File: src/design/mtg_pkg.sv
// shared constants and tempering function for the mt19937 word generator
`default_nettype none
package mtg_pkg;

    localparam int unsigned N_WORDS   = 624;
    localparam int unsigned M_SHIFT   = 397;
    localparam int unsigned ADDR_W    = $clog2(N_WORDS);
    localparam int unsigned WORD_W    = 32;

    localparam logic [WORD_W-1:0] MATRIX     = 32'h9908_b0df;
    localparam logic [WORD_W-1:0] INIT_MUL   = 32'h6c07_8965;
    localparam logic [WORD_W-1:0] UPPER_MASK = 32'h8000_0000;
    localparam logic [WORD_W-1:0] LOWER_MASK = 32'h7fff_ffff;
    localparam logic [WORD_W-1:0] TEMPER_B   = 32'h9d2c_5680;
    localparam logic [WORD_W-1:0] TEMPER_C   = 32'hefc6_0000;
    localparam logic [WORD_W-1:0] SEED_RESET = 32'd5489;

    // output tempering, four xor-shift steps
    function automatic logic [WORD_W-1:0] temper(input logic [WORD_W-1:0] x);
        logic [WORD_W-1:0] y;
        y = x;
        y = y ^ (y >> 11);
        y = y ^ ((y << 7) & TEMPER_B);
        y = y ^ ((y << 15) & TEMPER_C);
        y = y ^ (y >> 18);
        return y;
    endfunction

endpackage
`default_nettype wire

File: src/design/mtg_seed_mul.sv
// registered seeding multiplier: init_mul * (x ^ (x >> 30))
`default_nettype none
module mtg_seed_mul (
    input  wire logic                          i_clk,
    input  wire logic                          i_en,
    input  wire logic [mtg_pkg::WORD_W-1:0]    i_x,
    output logic [mtg_pkg::WORD_W-1:0]         o_prod
);

    logic [mtg_pkg::WORD_W-1:0] r_prod;
    logic [mtg_pkg::WORD_W-1:0] mix;

    assign mix = i_x ^ (i_x >> 30);

    always_ff @(posedge i_clk) begin
        if (i_en) begin
            r_prod <= mtg_pkg::INIT_MUL * mix;
        end
    end

    assign o_prod = r_prod;

endmodule
`default_nettype wire
File: config.mk
export PLATFORM = sky130hd
export DESIGN_NAME = mtg_seed_mul
export DESIGN_NICKNAME = d
export VERILOG_FILES = /design/src/design/mtg_pkg.sv /design/src/design/mtg_seed_mul.sv
export SDC_FILE = /design/constraint.sdc
export NUM_CORES = 1
export LEC_CHECK = 0
export BUFFER_PORTS_ARGS = -buffer_cell sky130_fd_sc_hd__buf_4
export CORE_AREA = 2 2 150 152
export CTS_CLUSTER_DIAMETER = 150
export DETAILED_ROUTE_END_ITERATION = 8
export DIE_AREA = 0 0 152 154
export REMOVE_ABC_BUFFERS = 1
export SETUP_SLACK_MARGIN = 0.05
export SKIP_CTS_REPAIR_TIMING = 1
export SLEW_MARGIN = 20
export SYNTH_ARGS = -nofsm -noshare
export SYNTH_HDL_FRONTEND = slang
export SYNTH_SLANG_ARGS = --single-unit
File: constraint.sdc
create_clock -name i_clk -period 8.6 [get_ports i_clk]
set_input_delay 1.29 -clock i_clk [delete_from_list [all_inputs] [get_ports i_clk]]
set_output_delay 1.29 -clock i_clk [all_outputs]
set_load 0.03 [all_outputs]
After elaboration in Yosys (flattened, before gate mapping)

Cells that the tools add are included.

Multiply operators: 1
Bitwise gates (word level): 1

Operators with widths:

| cell                                                | count |
|---|---|
| multiplier 31 x 32 -> 32 bit (first input constant) | 1 |
| bitwise XOR 32 x 2 -> 32 bit                        | 1 |

Bits in registers: 32
Bits of input ports: 34
Word-level logic and storage cells: 3
Output and inout port bits: 32

Longest topological paths before layout

Depth after elaboration: 2
Mapped depth: 24
Depth with buffers taken out: 24

Least setup slack after synthesis

OpenSTA, ideal clock, no wires.

Path kind: input-to-reg
Start point: in i_x[0] (netlist bit)
End point: reg r_prod (netlist bit o_prod[26]) (data pin)
Stages: 24
Data required time: 8.342 ns
Setup time: 0.258 ns
Arrival: 6.965 ns
Setup slack: 1.377 ns
Buffers on the path: 0
Path through: xor2_1 -> xnor2_1 -> ha_1 -> or2_2 -> ha_1 -> inv_1 -> fa_1 -> inv_1 -> ha_1 -> fa_1 -> fa_1 -> fa_1 -> inv_1 -> fa_1 -> inv_1 -> ha_1 -> a21oi_1 -> nor2b_1 -> o21ai_0 -> nand2_1 -> or2_2 -> a21o_1 -> a21oi_1 -> xnor2_1

Word-level cells in the longest chain between the ends: 2

Ends and longest elaborated chain:

| element                      | RTL line           | source |
|---|---|---|
| start, declared              | mtg_seed_mul.sv:6  | `input wire logic [mtg_pkg::WORD_W-1:0] i_x,` |
| bitwise XOR 32 x 2 -> 32 bit | mtg_seed_mul.sv:13 | `assign mix = i_x ^ (i_x >> 30);` |
| multiplier 31 x 32 -> 32 bit | mtg_seed_mul.sv:17 | `r_prod <= mtg_pkg::INIT_MUL * mix;` |
| end signal, assigned         | mtg_seed_mul.sv:17 |  |
| end, declared                | mtg_seed_mul.sv:10 | `logic [mtg_pkg::WORD_W-1:0] r_prod;` |

No other way between the ends.
A chain may end at the register's enable or synchronous reset.

Worst setup path in the final report

Start point: in i_x[31] (netlist bit)
End point: reg r_prod (netlist bit o_prod[31]) (data pin)

Same word-level chain as after synthesis.

==> summary.md <==
| Metric | Value |
|---|---|
| Status | complete, no violations |
| Final TNS setup | 0 ps |
| Cts bufs inserted | 5 |
| FF/Latch Area | 961 um2 |
| Startpoint types | input port |
| Post-synth EDFFs | 32 |
| Remaining antenna violation count after routing | 0 |
| Full die area | 23400 um2 |
| Cell row count | 54 |
| Fraction of registers with async set/reset | 0% |
| Fmax achieved | 136 MHz |
| #FFs+latches synth | 32 |
| Antenna violations before repair | 0 |
| Nets | 1254 |
| Post-synthesis sequential area ratio | 11.3% |
| Mapped Area | 8530 um2 |
| DR iter-0 viols | 167 |
| Gpl congestion | 0.816 |
| Mean Syn Cell Area | 10.8 um2 |
| Fraction of layout cells with a size suffix above 1 | 8.89% |
| Crit path DAT | 7430 ps |
| # H-tree levels | 2 |
| Final wirelength | 17800 um |
| RSZ-0062 raised after global routing | false |
| Filler instances | 2087 |
| Synth Instances | 792 |
| Routed WL per cell | 15.6 um |
| CTS tree | yes |
| Drt via density | 4.70 |
| Worst slew pin tran | 665 ps |
| Die Wd | 152 um |
| Final setup viols | 0 |
| Area delta synth->final | 11.6% |
| Diode count | 0 |
| Final min period | 7330 ps |
| Root buffer cell | clkbuf_16 |
| GRT overflow | 0 |
| First-pass GRT wire length | 30100 um |
| Synth warn | 0 |
| Critical path peak fanout | 6 |
| Critical Path RT | 8700 ps |
| Setup crit start | i_x[31] |
| Hold WC Path Type | in2reg |
| Chip Height | 154 um |
| CTS clk-pin slew, worst paths | 60 ps |
| Final hold vios | 0 |
| Largest register FFs | 32 |
| Worst slew margin | 55.3% |
| DR DRC count | 0 |
| Ys flop type | edfxtp_1 |
| Port Buffer Count | 65 |
| Area taken by multi-input logic gates | 6660 um2 |
| DP Wirelength | 15600 um |
| Pins Over Slew Limit | 0 |
| Core area | 21700 um2 |
| Num Clock Sinks | 32 |
| Count of cell types in the netlist | 37 |
| Clk buf depth | 2 |
| Max-cap violations | 0 |
| # IOs | 66 |
| Starting density of the core | 39.3% |
| Setup crit end | o_prod[31] |
| Final Cell Area | 9520 um2 |
| Largest net degree at the start of global routing | 33 |
| Critical Path Sink Type | flop |
| Vias in the first global route | 5813 |
| Detailed-route via count | 5386 |
| DRT Pass-1 Iters | 4 |
| Crit share post-route | 85.2% |
| Total global routing track utilization | 16.2% |
| Dpl cell area | 9370 um2 |
| CP Class | in2reg |
[cell usage in the layout, fill, tap and decap left out, types with 3 or more instances in the layout]
| master | n |
|---|---|
| nand2_1 | 9 |
| o21bai_1 | 4 |
| o21ai_0 | 12 |
| clkbuf_16 | 5 |
| a21o_1 | 10 |
| nor2_1 | 7 |
| edfxtp_1 | 32 |
| ha_1 | 209 |
| xor2_1 | 11 |
| nor2b_1 | 4 |
| a21oi_1 | 23 |
| inv_1 | 242 |
| fa_1 | 146 |
| and3_1 | 3 |
| buf_4 | 66 |
| a211oi_1 | 4 |
| xnor2_1 | 43 |
| nor3_1 | 3 |
[logic make-up after synthesis]
logic type | synth area share [%]
AO/OA/AOI/OAI | 4.90
XOR/XNOR | 5.55
adder cells (fa/ha/maj) | 64.9
buffers and inverters | 10.7
flip-flops | 11.3
AND/OR/NAND/NOR | 2.69
[Yosys cell counts, types with 3 or more instances]
master / n / share of area (%)
nor3_1: 3 / 0.18
nand2_1: 9 / 0.40
nor2b_1: 4 / 0.29
a21o_1: 10 / 0.88
nor2_1: 7 / 0.31
o21ai_0: 12 / 0.70
fa_1: 146 / 34
a21oi_1: 23 / 1.3
ha_1: 209 / 31
edfxtp_1: 32 / 11
o21bai_1: 4 / 0.35
xnor2_1: 43 / 4.4
xor2_1: 11 / 1.1
inv_1: 242 / 11
a211oi_1: 4 / 0.35
and3_1: 3 / 0.22
[cell type report]
| cell class | count | area share, % |
|---|---|---|
| Clock buffer | 5 | 1.31 |
| Inverter | 242 | 9.55 |
| Timing Repair Buffer | 66 | 5.21 |
| Multi-Input combinational cell | 518 | 70.0 |
| Tap cell | 280 | 3.68 |
| Clock inverter | 3 | 0.197 |
| Sequential cell | 32 | 10.1 |
[worst min path at each step]
stage	depth (start not counted)	slack, ps	endpoint	startpoint
floorplan	0	1400	o_prod[0]	i_en
global placement	1	1740	o_prod[17]	o_prod[17]
detailed placement	1	1740	o_prod[31]	o_prod[31]
CTS	1	1470	o_prod[15]	i_en
global route	1	1480	o_prod[14]	i_en
finish	1	1460	o_prod[14]	i_en
[through the flow]
step           utilization, %  hold WS, ps  cells  worst slack [ps]
2_1_floorplan               -         1400    792              1380
3_3_place_gp             43.2         1740   1138              1090
3_5_place_dp             43.2         1740   1138               987
4_1_cts                  43.9         1470   1146              1270
5_1_grt                  43.9         1480   1146               721
6_report                 43.9         1460   1146              1270
[worst max-delay path, cell delays in order]
cell     delay (ps)
buf_4           120
xnor2_1         390
xnor2_1         320
ha_1            260
or2_2           290
ha_1            270
inv_1            40
fa_1            470
inv_1            40
ha_1            180
fa_1            460
fa_1            500
fa_1            490
inv_1            50
fa_1            470
inv_1            40
ha_1            380
and4_1          240
nand3_1         100
a21oi_1         220
o21ai_1         130
a31o_1          270
and3_1          160
nor4_1          260
[per-layer routing]
metal | track usage (%) | part of all wire [%] | vias up
met5 | 0 | 0 | -
met4 | 3.16 | 0.92 | 0
met3 | 0.930 | 1.9 | 10
met2 | 27.8 | 48 | 64
met1 | 22.9 | 49 | 2679
li1 | - | - | 2633
Power is left out: the tool's default activity adds up to more than one toggle a clock period on the data nets, which glitch-free logic cannot reach.
